--- config.mk ---
export PLATFORM = sky130hd
export DESIGN_NAME = fir_filter_stream_top_flat
export DESIGN_NICKNAME = d
export VERILOG_FILES = /design/src/rtl/fsf_pkg.sv /design/src/rtl/fsf_if.sv /design/src/rtl/fir_filter_stream_top.sv /design/src/flat_wrapper.sv
export SDC_FILE = /design/constraint.sdc
export NUM_CORES = 2
export LEC_CHECK = 0
export BUFFER_PORTS_ARGS = -buffer_cell sky130_fd_sc_hd__buf_2
export CAP_MARGIN = 20
export CORE_ASPECT_RATIO = 0.7
export CORE_UTILIZATION = 33
export DETAILED_ROUTE_END_ITERATION = 10
export SYNTH_ARGS = -nofsm -noshare
export SYNTH_HDL_FRONTEND = slang
export SYNTH_SLANG_ARGS = --single-unit
export TNS_END_PERCENT = 5
--- constraint.sdc ---
create_clock -name clk -period 16.4 [get_ports clk]
set_clock_uncertainty 0.05 [all_clocks]
set_input_delay 4.1 -clock clk [delete_from_list [all_inputs] [get_ports clk]]
set_output_delay 4.1 -clock clk [all_outputs]
set_load 0.02 [all_outputs]
--- src/rtl/fsf_pkg.sv ---
// ----------------------------------------------------------------------------
// FIR stream filter package
// Shared constants and command codes for the streaming FIR filter.
// ----------------------------------------------------------------------------
package fsf_pkg;

	// Default build values.
	localparam int MAX_TAPS_DEF    = 32;
	localparam int SAMPLE_BITS_DEF = 16;

	// Fixed field widths.
	localparam int COEF_BITS    = 16;
	localparam int COEF_FRAC    = 15;
	localparam int TAPS_BITS    = 6;
	localparam int TAP_IDX_BITS = 5;

	// Tap count after reset, before clamping to the build size.
	localparam int TAPS_RESET = 32;

	// Request commands.
	localparam logic CMD_SAMPLE = 1'b0;
	localparam logic CMD_COEF   = 1'b1;

endpackage

--- src/rtl/fsf_if.sv ---
// ----------------------------------------------------------------------------
// FIR stream filter channels
// Valid/ready channels for incoming requests and outgoing filter results.
// ----------------------------------------------------------------------------
interface fsf_item_if import fsf_pkg::*; #(
	parameter int SAMPLE_BITS = SAMPLE_BITS_DEF
) ();
	logic                           valid;
	logic                           ready;
	logic                           command;
	logic [TAP_IDX_BITS-1:0]        tap_index;
	logic signed [COEF_BITS-1:0]    coeff_value;
	logic signed [SAMPLE_BITS-1:0]  sample;

	modport source (output valid, command, tap_index, coeff_value, sample, input ready);
	modport sink   (input valid, command, tap_index, coeff_value, sample, output ready);
endinterface

interface fsf_result_if import fsf_pkg::*; #(
	parameter int SAMPLE_BITS = SAMPLE_BITS_DEF
) ();
	logic                           valid;
	logic                           ready;
	logic signed [SAMPLE_BITS-1:0]  filtered;

	modport source (output valid, filtered, input ready);
	modport sink   (input valid, filtered, output ready);
endinterface

--- src/rtl/fir_filter_stream_top.sv ---
// ----------------------------------------------------------------------------
// FIR stream filter top level
// Direct-form FIR filter with a sample ring and a coefficient memory, one
// multiply-accumulate per tap.
// ----------------------------------------------------------------------------
//
//   Channel    Direction  Handshake        Carries
//   item       in         valid / ready    command, tap_index, coeff_value, sample
//   result     out        valid / ready    filtered
//   cfg        in         cfg_we only      cfg_wdata = taps_in_use
//
// A coefficient request is written at acceptance and leaves the engine idle. A
// sample request runs the single multiply-accumulate loop, which reads one tap
// per cycle from the two memories, then drains, finishes and loads the result;
// with zero taps in use it goes straight to the finish step.
// Reset clears the control state at once; no clearing pass runs. Sample
// history is masked by a fill count and coefficients by per-entry valid bits.
// A new request is taken while a finished result waits on the output; the
// engine only holds in its last step if the output register is still full.
// ----------------------------------------------------------------------------
module fir_filter_stream_top import fsf_pkg::*; #(
	parameter int MAX_TAPS    = MAX_TAPS_DEF,
	parameter int SAMPLE_BITS = SAMPLE_BITS_DEF
) (
	input  logic                 clk,
	input  logic                 arst_n,
	fsf_item_if.sink             item,
	fsf_result_if.source         result,
	input  logic                 cfg_we,
	input  logic [TAPS_BITS-1:0] cfg_wdata
);

	// Address width of both memories, and width of tap counters that must be
	// able to hold MAX_TAPS itself.
	localparam int AW   = (MAX_TAPS > 1) ? $clog2(MAX_TAPS) : 1;
	localparam int CW0  = $clog2(MAX_TAPS + 1);
	localparam int CW   = (CW0 > TAPS_BITS) ? CW0 : TAPS_BITS;
	localparam int PW   = SAMPLE_BITS + COEF_BITS;
	// Sum of up to MAX_TAPS products cannot overflow this width.
	localparam int ACC_W = PW + AW + 1;
	localparam int SH_W  = ACC_W - COEF_FRAC;

	localparam logic [CW-1:0] MAX_C    = CW'(MAX_TAPS);
	localparam logic [CW-1:0] TAPS_RST = CW'((TAPS_RESET > MAX_TAPS) ? MAX_TAPS : TAPS_RESET);
	localparam logic [AW-1:0] LAST_PTR = AW'(MAX_TAPS - 1);

	localparam logic signed [SH_W-1:0] SAT_HI =
		SH_W'((64'sd1 <<< (SAMPLE_BITS - 1)) - 64'sd1);
	localparam logic signed [SH_W-1:0] SAT_LO = -SAT_HI - SH_W'(1);

	// Engine states.
	localparam logic [1:0] ST_IDLE   = 2'd0;
	localparam logic [1:0] ST_MAC    = 2'd1;
	localparam logic [1:0] ST_DRAIN  = 2'd2;
	localparam logic [1:0] ST_FINISH = 2'd3;

	// Memories. The sample ring holds the newest sample plus MAX_TAPS-1
	// older ones; entries older than the fill count read as zero.
	logic signed [SAMPLE_BITS-1:0] smp_mem  [MAX_TAPS];
	logic signed [COEF_BITS-1:0]   coef_mem [MAX_TAPS];

	logic [1:0]                    state_q;
	logic [CW-1:0]                 taps_q;
	logic [CW-1:0]                 fill_q;
	logic [AW-1:0]                 wp_q;
	logic [AW-1:0]                 rd_ptr_q;
	logic [CW-1:0]                 tap_q;
	logic [MAX_TAPS-1:0]           cvalid_q;

	logic                          v_s1;
	logic                          ok_s1;
	logic                          cv_s1;
	logic signed [SAMPLE_BITS-1:0] smp_rd_s1;
	logic signed [COEF_BITS-1:0]   coef_rd_s1;
	logic                          v_s2;
	logic signed [PW-1:0]          prod_s2;
	logic signed [ACC_W-1:0]       acc_q;

	logic                          out_valid_q;
	logic signed [SAMPLE_BITS-1:0] out_data_q;

	logic                          accept;
	logic                          smp_accept;
	logic                          coef_accept;
	logic                          coef_in_range;
	logic [AW-1:0]                 coef_waddr;
	logic [CW-1:0]                 cfg_ext;
	logic [CW-1:0]                 taps_next;
	logic                          last_tap;
	logic                          out_free;
	logic signed [SAMPLE_BITS-1:0] smp_op;
	logic signed [COEF_BITS-1:0]   coef_op;
	logic signed [SH_W-1:0]        acc_sh;
	logic signed [SAMPLE_BITS-1:0] sat_val;

	// Requests are taken only while the engine is idle, so a write to either
	// memory never meets a read of the same entry.
	assign item.ready    = (state_q == ST_IDLE);
	assign accept        = item.valid && item.ready;
	assign smp_accept    = accept && (item.command == CMD_SAMPLE);
	assign coef_accept   = accept && (item.command == CMD_COEF);
	assign coef_in_range = (32'(item.tap_index) < 32'(MAX_TAPS));
	assign coef_waddr    = AW'(item.tap_index);

	// The tap count saturates at the build size.
	assign cfg_ext   = CW'(cfg_wdata);
	assign taps_next = (cfg_ext > MAX_C) ? MAX_C : cfg_ext;

	assign last_tap = (tap_q == (taps_q - CW'(1)));
	assign out_free = !out_valid_q || result.ready;

	// Memory ports: one write at request time, one registered read per tap.
	always_ff @(posedge clk) begin
		if (smp_accept) begin
			smp_mem[wp_q] <= item.sample;
		end
		if (state_q == ST_MAC) begin
			smp_rd_s1 <= smp_mem[rd_ptr_q];
		end
	end

	always_ff @(posedge clk) begin
		if (coef_accept && coef_in_range) begin
			coef_mem[coef_waddr] <= item.coeff_value;
		end
		if (state_q == ST_MAC) begin
			coef_rd_s1 <= coef_mem[tap_q[AW-1:0]];
		end
	end

	// Unwritten coefficients and samples older than the history read as zero.
	assign smp_op  = ok_s1 ? smp_rd_s1 : '0;
	assign coef_op = cv_s1 ? coef_rd_s1 : '0;

	// Floor shift, then saturate to the sample range.
	assign acc_sh  = SH_W'(acc_q >>> COEF_FRAC);
	assign sat_val = (acc_sh > SAT_HI) ? SAMPLE_BITS'(SAT_HI) :
	                 (acc_sh < SAT_LO) ? SAMPLE_BITS'(SAT_LO) :
	                 SAMPLE_BITS'(acc_sh);

	// Sequencer, configuration, fill count and coefficient valid bits.
	always_ff @(posedge clk or negedge arst_n) begin
		if (!arst_n) begin
			state_q  <= ST_IDLE;
			taps_q   <= TAPS_RST;
			fill_q   <= '0;
			wp_q     <= '0;
			rd_ptr_q <= '0;
			tap_q    <= '0;
			cvalid_q <= '0;
			v_s1     <= 1'b0;
			v_s2     <= 1'b0;
		end else begin
			v_s1 <= (state_q == ST_MAC);
			v_s2 <= v_s1;

			if (cfg_we) begin
				taps_q <= taps_next;
				fill_q <= '0;
			end

			if (coef_accept && coef_in_range) begin
				cvalid_q[coef_waddr] <= 1'b1;
			end

			case (state_q)
				ST_IDLE: begin
					if (smp_accept) begin
						if (fill_q < MAX_C) begin
							fill_q <= fill_q + CW'(1);
						end
						wp_q     <= (wp_q == LAST_PTR) ? '0 : wp_q + AW'(1);
						rd_ptr_q <= wp_q;
						tap_q    <= '0;
						state_q  <= (taps_q == '0) ? ST_FINISH : ST_MAC;
					end
				end
				ST_MAC: begin
					rd_ptr_q <= (rd_ptr_q == '0) ? LAST_PTR : rd_ptr_q - AW'(1);
					tap_q    <= tap_q + CW'(1);
					if (last_tap) begin
						state_q <= ST_DRAIN;
					end
				end
				ST_DRAIN: begin
					if (!v_s1 && !v_s2) begin
						state_q <= ST_FINISH;
					end
				end
				ST_FINISH: begin
					if (out_free) begin
						state_q <= ST_IDLE;
					end
				end
				default: begin
					state_q <= ST_IDLE;
				end
			endcase
		end
	end

	// Per-tap flags travel beside the memory read data.
	always_ff @(posedge clk) begin
		ok_s1 <= (tap_q < fill_q);
		cv_s1 <= cvalid_q[tap_q[AW-1:0]];
	end

	// Multiply, then accumulate one stage later.
	always_ff @(posedge clk) begin
		prod_s2 <= PW'(smp_op) * PW'(coef_op);
		if (smp_accept) begin
			acc_q <= '0;
		end else if (v_s2) begin
			acc_q <= acc_q + ACC_W'(prod_s2);
		end
	end

	// Output register.
	always_ff @(posedge clk or negedge arst_n) begin
		if (!arst_n) begin
			out_valid_q <= 1'b0;
		end else if (state_q == ST_FINISH && out_free) begin
			out_valid_q <= 1'b1;
		end else if (result.ready) begin
			out_valid_q <= 1'b0;
		end
	end

	always_ff @(posedge clk) begin
		if (state_q == ST_FINISH && out_free) begin
			out_data_q <= sat_val;
		end
	end

	assign result.valid    = out_valid_q;
	assign result.filtered = out_data_q;

endmodule

--- src/flat_wrapper.sv ---
// flat-port wrapper written by rule: the top's interface ports become plain ports
module fir_filter_stream_top_flat import fsf_pkg::*;
#(
	parameter int MAX_TAPS    = MAX_TAPS_DEF,
	parameter int SAMPLE_BITS = SAMPLE_BITS_DEF
)
  (clk, arst_n, cfg_we, cfg_wdata, item_valid, item_command, item_tap_index, item_coeff_value, item_sample, item_ready, result_valid, result_filtered, result_ready);
  fsf_item_if #(.SAMPLE_BITS(SAMPLE_BITS)) item_i ();
  fsf_result_if #(.SAMPLE_BITS(SAMPLE_BITS)) result_i ();
  input  logic clk;
  input  logic arst_n;
  input  logic cfg_we;
  input  logic [TAPS_BITS-1:0] cfg_wdata;
  input wire logic [$bits(item_i.valid)-1:0] item_valid;
  input wire logic [$bits(item_i.command)-1:0] item_command;
  input wire logic [$bits(item_i.tap_index)-1:0] item_tap_index;
  input wire logic [$bits(item_i.coeff_value)-1:0] item_coeff_value;
  input wire logic [$bits(item_i.sample)-1:0] item_sample;
  output wire logic [$bits(item_i.ready)-1:0] item_ready;
  output wire logic [$bits(result_i.valid)-1:0] result_valid;
  output wire logic [$bits(result_i.filtered)-1:0] result_filtered;
  input wire logic [$bits(result_i.ready)-1:0] result_ready;
  assign item_i.valid = item_valid;
  assign item_i.command = item_command;
  assign item_i.tap_index = item_tap_index;
  assign item_i.coeff_value = item_coeff_value;
  assign item_i.sample = item_sample;
  assign item_ready = item_i.ready;
  assign result_valid = result_i.valid;
  assign result_filtered = result_i.filtered;
  assign result_i.ready = result_ready;
  fir_filter_stream_top #(.MAX_TAPS(MAX_TAPS), .SAMPLE_BITS(SAMPLE_BITS)) u_core (.clk(clk), .arst_n(arst_n), .item(item_i), .result(result_i), .cfg_we(cfg_we), .cfg_wdata(cfg_wdata));
endmodule
==> results by group <==
Run status
  • Status: completed

Place
  • Number of cells in the design after placement: 5837
  • Post-DP HPWL: 89.3 mm
  • Input/output buffers: 66
  • Routability Congestion: 0.941

Yosys
  • Most area-consuming cells after synthesis: edfxtp_1, mux4_2, fa_1
  • #FFs+latches synth: 1209
  • Yosys cell types: 75
  • Number of instances in the synthesized netlist: 3521
  • Dominant cell type by area after synthesis: edfxtp_1
  • Most instantiated cells after synthesis: edfxtp_1, inv_1, mux4_2
  • Portion of the post-synthesis area used by sequential elements: 0.611
  • Top-area cell type share of the netlist area: 0.558
  • Yosys synthesis warning count: 0
  • Most used flip-flop cell after synthesis: edfxtp_1
  • Netlist Area Pre-Place: 0.0577 mm²
  • Number of enable flip-flop cells after synthesis: 1072
  • Synthesized area per cell: 16.4 µm²
  • Most common cell in the synthesized netlist: edfxtp_1
  • Fraction of synthesis flops using an asynchronous set or reset pin: 0.0538
  • Synth Net Count: 3971

Worst setup path
  • Start-to-end type of the worst setup path: reg2reg
  • Kind of capture point of the worst setup path: register
  • CP max FO: 34
  • Library cell appearing most often on the critical path: fa_1
  • Slowest cell on crit path: dfxtp_1
  • Endpoint required time on the critical path: 16920 ps
  • Crit-path cells: and2_1 -> nand2_1 -> fa_1 -> inv_1 -> fa_1 -> inv_1 -> fa_1 -> inv_1 -> fa_1 -> fa_1 -> inv_1 -> fa_1 -> inv_1 -> ha_1 -> a211o_1 -> or3_1 -> a31o_1 -> a21oi_4 -> a21oi_2 -> o41ai_4 -> o2111ai_1 -> a21oi_1 -> xnor2_1
  • Crit path DAT: 8110 ps
  • Delay of the slowest critical-path stage: 1020 ps
  • Crit path max-delay family: adder cells
  • Critical path buffer and inverter count: 5
  • Kind of launch point of the worst setup path: register

Timing
  • Final clock period utilization by the worst path: 0.463
  • Transition time at the pin with the least slew margin: 1160 ps
  • Number of hold-slack violations in the final timing report: 0
  • Final-report max-slew violation count: 0
  • Worst hold slack: 319 ps
  • Max Clock Freq: 132 MHz
  • Period minus WS final: 7590 ps
  • Final TNS setup: 0 ps
  • Slew headroom: 0.229
  • Unrepaired setup endpoints after global routing: false
  • Final-report setup violation count: 0

Finish
  • Final Core Density: 0.377
  • Number of standard cells in the final layout excluding fillers: 6061
  • Signed area change from the synthesized netlist to the final layout: 12.8%
  • Final net count: 4087
  • Fraction of layout cells with a size suffix above 1: 0.217
  • Number of inserted diodes: 0

Global routing
  • Final global-route overflow total: 0
  • First-pass GRT wire length: 203 mm
  • Global-route track usage on met1: 0.238
  • Met3 GRT Util: 0.0446
  • Met2 usage: 0.216
  • Pin count of the biggest net entering global routing: 110
  • Gr busiest metal: met1
  • Number of global-route vias before repair: 30300
  • Global router's overall resource usage: 0.155
  • Number of antenna violations at the first check in global routing: 6

Power and ir drop
  • Max IR drop VDD: 160 µV
  • Internal power: 0.00644 W
  • Power share of the sequential group: 0.406
  • Part of the power in combinational logic: 0.316
  • Part of the power in the clock network: 0.277
  • Net switching component of the power: 0.00311 W
  • LEAKAGE: 23.1 nW
  • Total power divided by cell area: 147 mW/mm²
  • Switching part of the total: 0.325

CTS
  • CTS tree: built
  • Number of instances resized during post-cts repair: 0
  • Number of levels in the clock H-tree: 3
  • Register clock-pin slew on the reported worst setup and hold paths: 60 ps
  • Post-CTS repair timing setup buffer count: 0
  • CTS buffer count: 117
  • Clock insertion delay at the later pin of the skew report: 760 ps
  • Root buf cell: clkbuf_16
  • Worst-case clock buffer depth: 3
  • Sink Count: 1209
  • Count of hold buffers inserted by post-cts repair: 0

Floorplan
  • Horizontal die dimension: 502 µm
  • Core outline area: 0.172 mm²
  • Die extent in y: 352 µm
  • Site row count: 127
  • Effective utilization at floorplan: 0.334
  • Number of top-level pins: 67
  • Area enclosed by the die boundary: 0.176 mm²

Route
  • Number of nets still failing antenna checks after routing: 0
  • Drt total wl: 136 mm
  • Post-route DRC: 0
  • Final routed wire length divided by cell count: 22.5 µm
  • Drt via density: 4.98
  • First-pass iteration count of the detailed router: 5
  • Vias: 30200
  • Starting DRT DRC Count: 2818

Run
  • Reported max-cap violation count: 0

Worst hold path
  • Min-delay worst type: reg2reg
==> area by class of cell <==
cell class | count | area, µm²
Tap cell | 2322 | 2910
Fill cell | 15900 | 107000
Clock buffer | 163 | 3240
Clock inverter | 58 | 569
Multi-Input combinational cell | 1825 | 20700
Sequential cell | 1209 | 35300
Inverter | 338 | 1270
Timing Repair Buffer | 146 | 1040
==> cell families (layout without fill, tap and decap cells) <==
kind of cell / after synthesis / in the layout / synth area share
AOI/OAI and AO/OA: 267 / 267 / 0.0307
xor gates and xnor gates: 72 / 72 / 0.0109
adders and majority gates: 401 / 401 / 0.121
buffers and inverters: 487 / 705 / 0.0321
DFF: 1209 / 1209 / 0.611
muxes: 389 / 389 / 0.140
and+or+nand+nor: 696 / 696 / 0.0537
==> power groups by stage <==
stage | logic, W | registers (W) | clock network, W
floorplan | 0.00227 | 0.00374 | 0
global placement | 0.00299 | 0.00394 | 0
detailed placement | 0.00302 | 0.00394 | 0
CTS | 0.00303 | 0.00388 | 0.00271
global route | 0.00328 | 0.00390 | 0.00284
finish | 0.00302 | 0.00388 | 0.00265
==> flip-flops by register name, summed over array words and instances, names as in the netlist, 2 cells and up <==
name / flops
u_core.taps_q: 6
u_core.smp_mem: 512
u_core.prod_s2: 32
u_core.wp_q: 5
u_core.smp_rd_s1: 16
u_core.cvalid_q: 32
u_core.state_q: 2
u_core.result.filtered: 16
u_core.coef_mem: 512
u_core.tap_q: 6
u_core.rd_ptr_q: 5
u_core.acc_q: 38
u_core.coef_rd_s1: 16
u_core.fill_q: 6
==> routing by layer <==
| metal | part of all wire | vias to the layer above | wire, µm |
|---|---|---|---|
| met4 | 0.015 | 4 | 2030 |
| met1 | 0.48 | 15800 | 65800 |
| met3 | 0.084 | 141 | 11400 |
| met2 | 0.42 | 1007 | 57000 |
| li1 | - | 13300 | - |
| met5 | 0.00017 | - | 23 |
==> cell usage in the layout, fill, tap and decap left out, types with 32 or more instances in the layout <==
cell and n:
edfxtp_1 1072, inv_1 338, mux4_2 330, fa_1 263, nor2_1 224, nand2_1 206, ha_1 137, clkbuf_16 118
a21oi_1 74, buf_4 72, dfxtp_1 72, buf_2 65, nor2_2 64, dfrtp_1 55, xnor2_1 53, nand3_1 42
o21ai_0 39, a21o_1 35, mux2_2 34, or2_2 33, clkbuf_1 32
==> per-stage QoR <==
stage	total power (W)	setup WS [ps]	area, µm²
after detailed placement	0.00697	8830	61100
after CTS	0.00963	8750	65000
final	0.00954	8810	65000
after floorplan	0.00601	9940	57700
after global placement	0.00693	8850	61100
after global routing	0.0100	8500	65000
==> path summary, 6_finish.rpt <==
| path | endpoint | slack, ps | cells after the start | start |
|---|---|---|---|---|
| worst min register to register | u_core.v_s2 | 320 | 0 | u_core.v_s1 |
| max in group asynchronous | u_core.tap_q[1] | 12090 | 2 | arst_n |
| worst max-delay path | u_core.prod_s2[31] | 8810 | 23 | u_core.ok_s1 |
| min in group asynchronous | u_core.cvalid_q[14] | 3090 | 1 | arst_n |
| worst max register to register | u_core.prod_s2[31] | 8810 | 23 | u_core.ok_s1 |
| worst min-delay path | u_core.v_s2 | 320 | 0 | u_core.v_s1 |
(Power assumes the default switching activity.)
